$ cat config.mk
export PLATFORM = sky130hd
export DESIGN_NAME = mod_inner_product_round_unit_flat
export DESIGN_NICKNAME = d
export VERILOG_FILES = /design/src/hdl/iprd_pkg.sv /design/src/hdl/iprd_pair_if.sv /design/src/hdl/iprd_hash_if.sv /design/src/hdl/iprd_ctrl.sv /design/src/hdl/iprd_dpath.sv /design/src/hdl/mod_inner_product_round_unit.sv /design/src/flat_wrapper.sv
export SDC_FILE = /design/constraint.sdc
export NUM_CORES = 2
export LEC_CHECK = 0
export ABC_AREA = 1
export BUFFER_PORTS_ARGS = -buffer_cell sky130_fd_sc_hd__buf_2
export CAP_MARGIN = 0
export CORE_UTILIZATION = 40
export CTS_CLUSTER_DIAMETER = 150
export DETAILED_ROUTE_END_ITERATION = 10
export PLACE_DENSITY = 0.55
export SLEW_MARGIN = 0
export SYNTH_ARGS = -nofsm -noshare
export SYNTH_HDL_FRONTEND = slang
export SYNTH_SLANG_ARGS = --single-unit
$ cat constraint.sdc
create_clock -name clk -period 9.97 [get_ports clk]
set_clock_uncertainty 0.15 [all_clocks]
set_input_delay 1.4955 -clock clk [delete_from_list [all_inputs] [get_ports clk]]
set_output_delay 1.4955 -clock clk [all_outputs]
set_load 0.1 [all_outputs]
$ cat src/hdl/iprd_pkg.sv
package iprd_pkg;

  localparam int MOD_WIDTH = 32;
  localparam int FIELD_W   = 32;
  localparam int DW        = MOD_WIDTH;
  localparam int CNT_W     = $clog2(MOD_WIDTH);
  localparam int LANES     = 4;

  localparam logic [CNT_W-1:0] CNT_LAST = CNT_W'(MOD_WIDTH - 1);

  localparam int LANE_ELEMENT = 0;
  localparam int LANE_WEIGHT  = 1;
  localparam int LANE_MESSAGE = 2;
  localparam int LANE_ACCUM   = 3;

  localparam logic [FIELD_W-1:0] MODULUS_RESET = FIELD_W'(2);
  localparam logic [DW-1:0]      MODULUS_MIN   = DW'(2);

  typedef enum logic [2:0] {
    ST_IDLE,
    ST_REDUCE,
    ST_PREP,
    ST_MULT,
    ST_DONE
  } state_t;

  typedef struct packed {
    logic load;
    logic reduce_step;
    logic prep;
    logic mul_step;
    logic finish;
    logic out_load;
  } cmd_t;

  typedef struct packed {
    logic item_last;
  } status_t;

  function automatic logic [DW-1:0] fit_dp(input logic [FIELD_W-1:0] x);
    logic [DW+FIELD_W-1:0] t;
    t = {{DW{1'b0}}, x};
    return t[DW-1:0];
  endfunction

  function automatic logic [FIELD_W-1:0] fit_field(input logic [DW-1:0] x);
    logic [DW+FIELD_W-1:0] t;
    t = {{FIELD_W{1'b0}}, x};
    return t[FIELD_W-1:0];
  endfunction

  // Both operands are below q.
  function automatic logic [DW-1:0] add_mod(input logic [DW-1:0] a,
                                            input logic [DW-1:0] b,
                                            input logic [DW-1:0] q);
    logic [DW:0] s;
    logic [DW:0] qx;
    s  = {1'b0, a} + {1'b0, b};
    qx = {1'b0, q};
    if (s >= qx) begin
      return DW'(s - qx);
    end
    return DW'(s);
  endfunction

endpackage

$ cat src/hdl/iprd_pair_if.sv
interface iprd_pair_if;
  logic                           valid;
  logic                           ready;
  logic [iprd_pkg::FIELD_W-1:0]   element;
  logic [iprd_pkg::FIELD_W-1:0]   weight;
  logic [iprd_pkg::FIELD_W-1:0]   message;
  logic                           last;

  modport source (output valid, element, weight, message, last, input ready);
  modport sink   (input valid, element, weight, message, last, output ready);
endinterface

$ cat src/hdl/iprd_hash_if.sv
interface iprd_hash_if;
  logic                           valid;
  logic                           ready;
  logic                           hash_bit;
  logic [iprd_pkg::FIELD_W-1:0]   residue;

  modport source (output valid, hash_bit, residue, input ready);
  modport sink   (input valid, hash_bit, residue, output ready);
endinterface

$ cat src/hdl/iprd_ctrl.sv
module iprd_ctrl (
  input  logic              clk,
  input  logic              rst,
  input  logic              in_valid,
  output logic              in_ready,
  output logic              out_valid,
  input  logic              out_ready,
  output iprd_pkg::cmd_t    cmd,
  input  iprd_pkg::status_t status
);
  import iprd_pkg::*;

  state_t           state;
  state_t           state_next;
  logic [CNT_W-1:0] cnt;
  logic             cnt_last;

  assign cnt_last = (cnt == CNT_LAST);

  always_comb begin
    state_next = state;
    case (state)
      ST_IDLE:   if (in_valid) state_next = ST_REDUCE;
      ST_REDUCE: if (cnt_last) state_next = ST_PREP;
      ST_PREP:   state_next = ST_MULT;
      ST_MULT:   if (cnt_last) state_next = ST_DONE;
      ST_DONE:   if (cmd.finish) state_next = ST_IDLE;
      default:   state_next = ST_IDLE;
    endcase
  end

  always_comb begin
    cmd          = '0;
    in_ready     = 1'b0;
    case (state)
      ST_IDLE: begin
        in_ready = 1'b1;
        cmd.load = in_valid;
      end
      ST_REDUCE: cmd.reduce_step = 1'b1;
      ST_PREP:   cmd.prep = 1'b1;
      ST_MULT:   cmd.mul_step = 1'b1;
      ST_DONE: begin
        cmd.finish   = !status.item_last || !out_valid || out_ready;
        cmd.out_load = cmd.finish && status.item_last;
      end
      default: cmd = '0;
    endcase
  end

  always_ff @(posedge clk) begin
    if (rst) begin
      state     <= ST_IDLE;
      cnt       <= '0;
      out_valid <= 1'b0;
    end else begin
      state <= state_next;
      if (cmd.load || cmd.prep) begin
        cnt <= '0;
      end else if (cmd.reduce_step || cmd.mul_step) begin
        cnt <= cnt + CNT_W'(1);
      end
      if (cmd.out_load) begin
        out_valid <= 1'b1;
      end else if (out_ready) begin
        out_valid <= 1'b0;
      end
    end
  end

  a_accept_starts: assert property (@(posedge clk) disable iff (rst)
    in_valid && in_ready |=> state == ST_REDUCE && cnt == '0)
    else $error("accepted item did not start the reduction");

  a_result_from_done: assert property (@(posedge clk) disable iff (rst)
    $rose(out_valid) |-> $past(state) == ST_DONE && $past(status.item_last))
    else $error("result raised outside the last pair's final step");

  a_mult_count_fresh: assert property (@(posedge clk) disable iff (rst)
    state == ST_PREP |=> state == ST_MULT && cnt == '0)
    else $error("multiply did not start from a cleared count");

endmodule

$ cat src/hdl/iprd_dpath.sv
module iprd_dpath (
  input  logic                           clk,
  input  logic                           rst,
  input  iprd_pkg::cmd_t                 cmd,
  output iprd_pkg::status_t              status,
  input  logic [iprd_pkg::FIELD_W-1:0]   element,
  input  logic [iprd_pkg::FIELD_W-1:0]   weight,
  input  logic [iprd_pkg::FIELD_W-1:0]   message,
  input  logic                           last,
  input  logic                           modulus_we,
  input  logic [iprd_pkg::FIELD_W-1:0]   modulus_data,
  output logic                           hash_bit,
  output logic [iprd_pkg::FIELD_W-1:0]   residue
);
  import iprd_pkg::*;

  logic [FIELD_W-1:0] modulus;
  logic [DW-1:0]      q;
  logic [DW-1:0]      m_dp;
  logic [DW-1:0]      accumulator;
  logic               at_start;
  logic               item_last;

  logic [DW-1:0]      shf     [LANES];
  logic [DW-1:0]      rem     [LANES];
  logic [DW-1:0]      rem_next[LANES];

  logic [DW-1:0]      mul_a;
  logic [DW-1:0]      mul_b;
  logic [DW-1:0]      prod;
  logic [DW-1:0]      e_sub;
  logic [DW-1:0]      base;
  logic [DW-1:0]      sum;
  logic [DW-1:0]      half;

  assign m_dp = fit_dp(modulus);
  assign q    = (m_dp < MODULUS_MIN) ? MODULUS_MIN : m_dp;
  assign half = q >> 1;

  assign status.item_last = item_last;

  // One restoring step per lane: remainder doubles and takes the next bit.
  always_comb begin
    logic [DW:0] t;
    for (int i = 0; i < LANES; i++) begin
      t = {rem[i], shf[i][DW-1]};
      if (t >= {1'b0, q}) begin
        rem_next[i] = DW'(t - {1'b0, q});
      end else begin
        rem_next[i] = DW'(t);
      end
    end
  end

  always_comb begin
    e_sub = rem[LANE_ELEMENT] - rem[LANE_MESSAGE];
    if (rem[LANE_ELEMENT] < rem[LANE_MESSAGE]) begin
      e_sub = e_sub + q;
    end
    base = at_start ? '0 : rem[LANE_ACCUM];
    sum  = add_mod(base, prod, q);
  end

  always_ff @(posedge clk) begin
    if (rst) begin
      modulus     <= MODULUS_RESET;
      accumulator <= '0;
      at_start    <= 1'b1;
    end else begin
      if (modulus_we) begin
        modulus <= modulus_data;
      end
      if (cmd.finish) begin
        if (item_last) begin
          accumulator <= '0;
          at_start    <= 1'b1;
        end else begin
          accumulator <= sum;
          at_start    <= 1'b0;
        end
      end
    end
  end

  always_ff @(posedge clk) begin
    if (cmd.load) begin
      shf[LANE_ELEMENT] <= fit_dp(element);
      shf[LANE_WEIGHT]  <= fit_dp(weight);
      shf[LANE_MESSAGE] <= fit_dp(message);
      shf[LANE_ACCUM]   <= accumulator;
      for (int i = 0; i < LANES; i++) begin
        rem[i] <= '0;
      end
      item_last <= last;
    end else if (cmd.reduce_step) begin
      for (int i = 0; i < LANES; i++) begin
        shf[i] <= shf[i] << 1;
        rem[i] <= rem_next[i];
      end
    end

    if (cmd.prep) begin
      mul_a <= at_start ? e_sub : rem[LANE_ELEMENT];
      mul_b <= rem[LANE_WEIGHT];
      prod  <= '0;
    end else if (cmd.mul_step) begin
      mul_a <= mul_a >> 1;
      mul_b <= add_mod(mul_b, mul_b, q);
      if (mul_a[0]) begin
        prod <= add_mod(prod, mul_b, q);
      end
    end

    if (cmd.out_load) begin
      residue  <= fit_field(sum);
      hash_bit <= (sum < half) ? sum[0] : ~sum[0];
    end
  end

endmodule

$ cat src/hdl/mod_inner_product_round_unit.sv
// A result is loaded into the output register when its vector's last pair finishes.
// A new pair is taken only once the unit is idle again after the last one.
// The pace is set by the bit-per-cycle reduction of the operands modulo q and by
// the bit-per-cycle shift-and-add modular multiply, both in the datapath.
// A held result stalls only the next vector's last pair, in its final step.
// Synchronous reset sets the modulus to 2, clears the sum and starts a new vector.
module mod_inner_product_round_unit (
  input  logic                         clk,
  input  logic                         rst,
  iprd_pair_if.sink                    pairs,
  iprd_hash_if.source                  hashes,
  input  logic                         modulus_we,
  input  logic [iprd_pkg::FIELD_W-1:0] modulus_data
);
  import iprd_pkg::*;

  cmd_t    cmd;
  status_t status;

  iprd_ctrl u_ctrl (
    .clk       (clk),
    .rst       (rst),
    .in_valid  (pairs.valid),
    .in_ready  (pairs.ready),
    .out_valid (hashes.valid),
    .out_ready (hashes.ready),
    .cmd       (cmd),
    .status    (status)
  );

  iprd_dpath u_dpath (
    .clk          (clk),
    .rst          (rst),
    .cmd          (cmd),
    .status       (status),
    .element      (pairs.element),
    .weight       (pairs.weight),
    .message      (pairs.message),
    .last         (pairs.last),
    .modulus_we   (modulus_we),
    .modulus_data (modulus_data),
    .hash_bit     (hashes.hash_bit),
    .residue      (hashes.residue)
  );

endmodule
$ cat src/flat_wrapper.sv
// flat-port wrapper written by rule: the top's interface ports become plain ports
module mod_inner_product_round_unit_flat import iprd_pkg::*;
  (clk, rst, modulus_we, modulus_data, pairs_valid, pairs_element, pairs_weight, pairs_message, pairs_last, pairs_ready, hashes_valid, hashes_hash_bit, hashes_residue, hashes_ready);
  iprd_pair_if pairs_i ();
  iprd_hash_if hashes_i ();
  input  logic clk;
  input  logic rst;
  input  logic modulus_we;
  input  logic [iprd_pkg::FIELD_W-1:0] modulus_data;
  input wire logic [$bits(pairs_i.valid)-1:0] pairs_valid;
  input wire logic [$bits(pairs_i.element)-1:0] pairs_element;
  input wire logic [$bits(pairs_i.weight)-1:0] pairs_weight;
  input wire logic [$bits(pairs_i.message)-1:0] pairs_message;
  input wire logic [$bits(pairs_i.last)-1:0] pairs_last;
  output wire logic [$bits(pairs_i.ready)-1:0] pairs_ready;
  output wire logic [$bits(hashes_i.valid)-1:0] hashes_valid;
  output wire logic [$bits(hashes_i.hash_bit)-1:0] hashes_hash_bit;
  output wire logic [$bits(hashes_i.residue)-1:0] hashes_residue;
  input wire logic [$bits(hashes_i.ready)-1:0] hashes_ready;
  assign pairs_i.valid = pairs_valid;
  assign pairs_i.element = pairs_element;
  assign pairs_i.weight = pairs_weight;
  assign pairs_i.message = pairs_message;
  assign pairs_i.last = pairs_last;
  assign pairs_ready = pairs_i.ready;
  assign hashes_valid = hashes_i.valid;
  assign hashes_hash_bit = hashes_i.hash_bit;
  assign hashes_residue = hashes_i.residue;
  assign hashes_i.ready = hashes_ready;
  mod_inner_product_round_unit u_core (.clk(clk), .rst(rst), .pairs(pairs_i), .hashes(hashes_i), .modulus_we(modulus_we), .modulus_data(modulus_data));
endmodule
==> impl_metrics.csv <==
group,metric,value,unit
detailed_routing,drt-total-wl,129000,µm
grt,grtUsageTotal,25.8,%
grt,antenna_found_initial,9,
detailed_routing,viasPerCell,5.51,
floorplan,die_width,313,µm
min_path,min_from,"u_core.u_dpath.shf[0][0]",
detailed_routing,route.vias.total,35200,
setup_path,critPathTopFamily,"simple AND/OR/NAND/NOR gates",
clocking,htree_levels,2,
placed_design,dpl_worst_slack,2.78,ns
setup_path,critPathKind,"flop to flop",
setup_path,critPathLaunchType,"flop",
detailed_routing,drtIter0Drc,2904,
clocking,cts_tree,"built",
sta,fmax,138,MHz
detailed_routing,wl_per_cell,20.2,µm
grt,overflow,0,
sta,setup_ws,2.74,ns
yosys,async_flop_share,0,%
yosys,avgSynthCellArea,7.77,µm²
cells_and_area,synthToLayoutAreaGrowth,10.5,%
yosys,synth_flop_cell,"edfxtp_1",
placed_design,routabilityCongestion,0.943,
yosys,syn_nets,5497,
setup_path,cp-startpoint,"u_core.u_dpath.at_start",
yosys,syn_inst,4969,
setup_path,crit_slowest_cell,"buf_4",
yosys,ys_ff_latch,460,
status,status,"completed",
detailed_routing,drt-pass1-iter-count,6,
cells_and_area,nNetsFinal,5596,
detailed_routing,drc,0,
clocking,clock_sinks,460,
floorplan,ios,169,
sta,finalSetupTns,0,ns
yosys,synth.distinct_cells,62,
yosys,ys_warn_count,0,
sta,hold_viol_final,0,
setup_path,r2r_slack,2.74,ns
sta,finalHoldWorstSlack,0.305,ns
clocking,cts_made_buffers,58,
clocking,cts_resized,0,
setup_path,cp.arrival,7.52,ns
min_path,hold_path_class,"flop to flop",
setup_path,crit_top_cell,"nand2_1",
setup_path,cp.required,10.26,ns
setup_path,cp_num_buf_inv,4,
clocking,cts_hold_buf,0,
clocking,cts_buffer_depth,3,
placed_design,dp_hpwl,96600,µm
grt,grt_pass1_wl,197000,µm
setup_path,regToRegStartpoint,"u_core.u_dpath.at_start",
sta,report.final.slew_viol_count,0,
sta,worst_pin_slew,1.19,ns
clocking,post_cts_buffers,0,
floorplan,initial_core_util,40.5,%
sta,min_period_over_period,72.5,%
setup_path,slowest_delay,0.54,ns
sta,setup_viol,0,
placed_design,numPortBuffers,168,
sta,rsz0062_at_grt,"no",
floorplan,rows,113,
floorplan,chipHeight,313,µm
yosys,yosysSeqAreaShare,33.0,%
setup_path,cp-end-kind,"flop",
grt,first_global_vias,32700,
clocking,clk_pin_slew,0.06,ns
flow_run,cap_violations,0,
cells_and_area,layout-drive-gt1-share,8.99,%
clocking,clock-root-buffer,"clkbuf_16",
floorplan,die-area,97700,µm²
grt,grt_max_degree,221,
sta,max-slew-margin-rel,20.2,%
yosys,synth_area,38600,µm²
clocking,clock_latency,0.68,ns
yosys,synth_enable_flop_cells,351,
floorplan,coreArea,95300,µm²
sta,finalCriticalPeriod,7.23,ns
detailed_routing,postRouteAntennaNets,0,
setup_path,path_max_fanout,52,
## cell families after synthesis
family,synth area share [%]
adders and majority gates,13.0
DFF,33.0
buffers and inverters,6.96
xor gates and xnor gates,6.67
and+or+nand+nor,17.7
AOI/OAI and AO/OA,22.7
## metrics by stage
stage | cells | util, % | area [µm²]
after floorplan | 4969 | - | 38600
after global placement | 6273 | 42.6 | 40600
after detailed placement | 6273 | 42.6 | 40600
after CTS | 6383 | 44.7 | 42600
after global routing | 6384 | 44.7 | 42600
final | 6385 | 44.7 | 42600
## state kept, by name (all words and copies together), names as in the netlist, 3 cells and up
register	count
u_core.u_dpath.rem	128
u_core.u_dpath.shf	128
u_core.u_dpath.accumulator	32
u_core.u_dpath.m_dp	32
u_core.u_dpath.mul_a	32
u_core.u_dpath.mul_b	32
u_core.u_dpath.prod	32
u_core.u_dpath.residue	32
u_core.u_ctrl.cnt	5
u_core.u_ctrl.state	3
## worst reg2reg max path: cells and delay by family, from the launching register on
| family | cells | cell delay [ns] |
|---|---|---|
| buf+inv | 4 | 1.41 |
| fa+ha+maj | 3 | 0.90 |
| compound gates | 9 | 1.47 |
| xor+xnor | 1 | 0.40 |
| simple gates | 21 | 2.33 |
| flops | 1 | 0.33 |
## synth_stat cells, types with 18 or more instances
cell type / instances / area share, %
a21boi_0: 18 / 0.35
a21o_1: 31 / 0.60
a21oi_1: 675 / 8.8
a21oi_2: 31 / 0.70
a22o_1: 90 / 2.0
a31oi_1: 34 / 0.55
buf_2: 20 / 0.26
clkbuf_1: 121 / 1.2
dfxtp_1: 109 / 5.7
edfxtp_1: 351 / 27
ha_1: 383 / 12
inv_1: 484 / 4.7
nand2_1: 974 / 9.5
nand2_2: 31 / 0.50
nand3_1: 155 / 2.0
nand4_1: 29 / 0.47
nor2_1: 351 / 3.4
nor3_1: 57 / 0.74
nor4_1: 21 / 0.34
o211ai_1: 36 / 0.70
o21a_1: 27 / 0.53
o21ai_0: 323 / 4.2
o21ai_1: 113 / 1.5
o21ai_2: 21 / 0.48
o21bai_1: 24 / 0.47
or2_2: 18 / 0.29
xnor2_1: 141 / 3.2
xor2_1: 153 / 3.5
## cells in the final DEF (no fill, tap or decap), types with 32 or more instances in the layout
cell type	instances
a31oi_1	34
o21ai_1	113
xnor2_1	141
nand2_1	972
a21oi_1	674
buf_2	168
nor2_1	346
nand3_1	155
o21ai_0	323
nor3_1	56
inv_1	483
xor2_1	153
ha_1	383
o211ai_1	36
nand2_2	32
buf_4	41
a22o_1	90
clkbuf_16	58
edfxtp_1	351
dfxtp_1	108
## layout make-up
type,count,area (µm²)
fillers,9785,52700
multi-input cells,3843,23200
flip-flops and latches,460,12700
inverters,494,1850
well taps,1265,1580
clock buffers,65,1490
repair buffers,211,1190
clock inverters,45,546
diodes,2,5.00
## layer usage
| metal | vias up | track usage [%] | routed length, µm |
|---|---|---|---|
| met1 | 16500 | 37.0 | 61000 |
| met5 | - | 0 | 41 |
| met3 | 167 | 3.83 | 7450 |
| li1 | 17500 | - | - |
| met2 | 929 | 40.6 | 56900 |
| met4 | 6 | 6.62 | 3350 |
## final timing paths
kind | to | depth (start not counted)
worst max register to register | u_core.u_dpath.hash_bit | 38
worst min-delay path | u_core.u_dpath.shf[0][0] | 2
worst max-delay path | u_core.u_dpath.hash_bit | 38
worst min register to register | u_core.u_dpath.shf[0][0] | 2
Power is not shown: default switching activity piles up to over one toggle a cycle in this logic, so the estimate is an artifact.
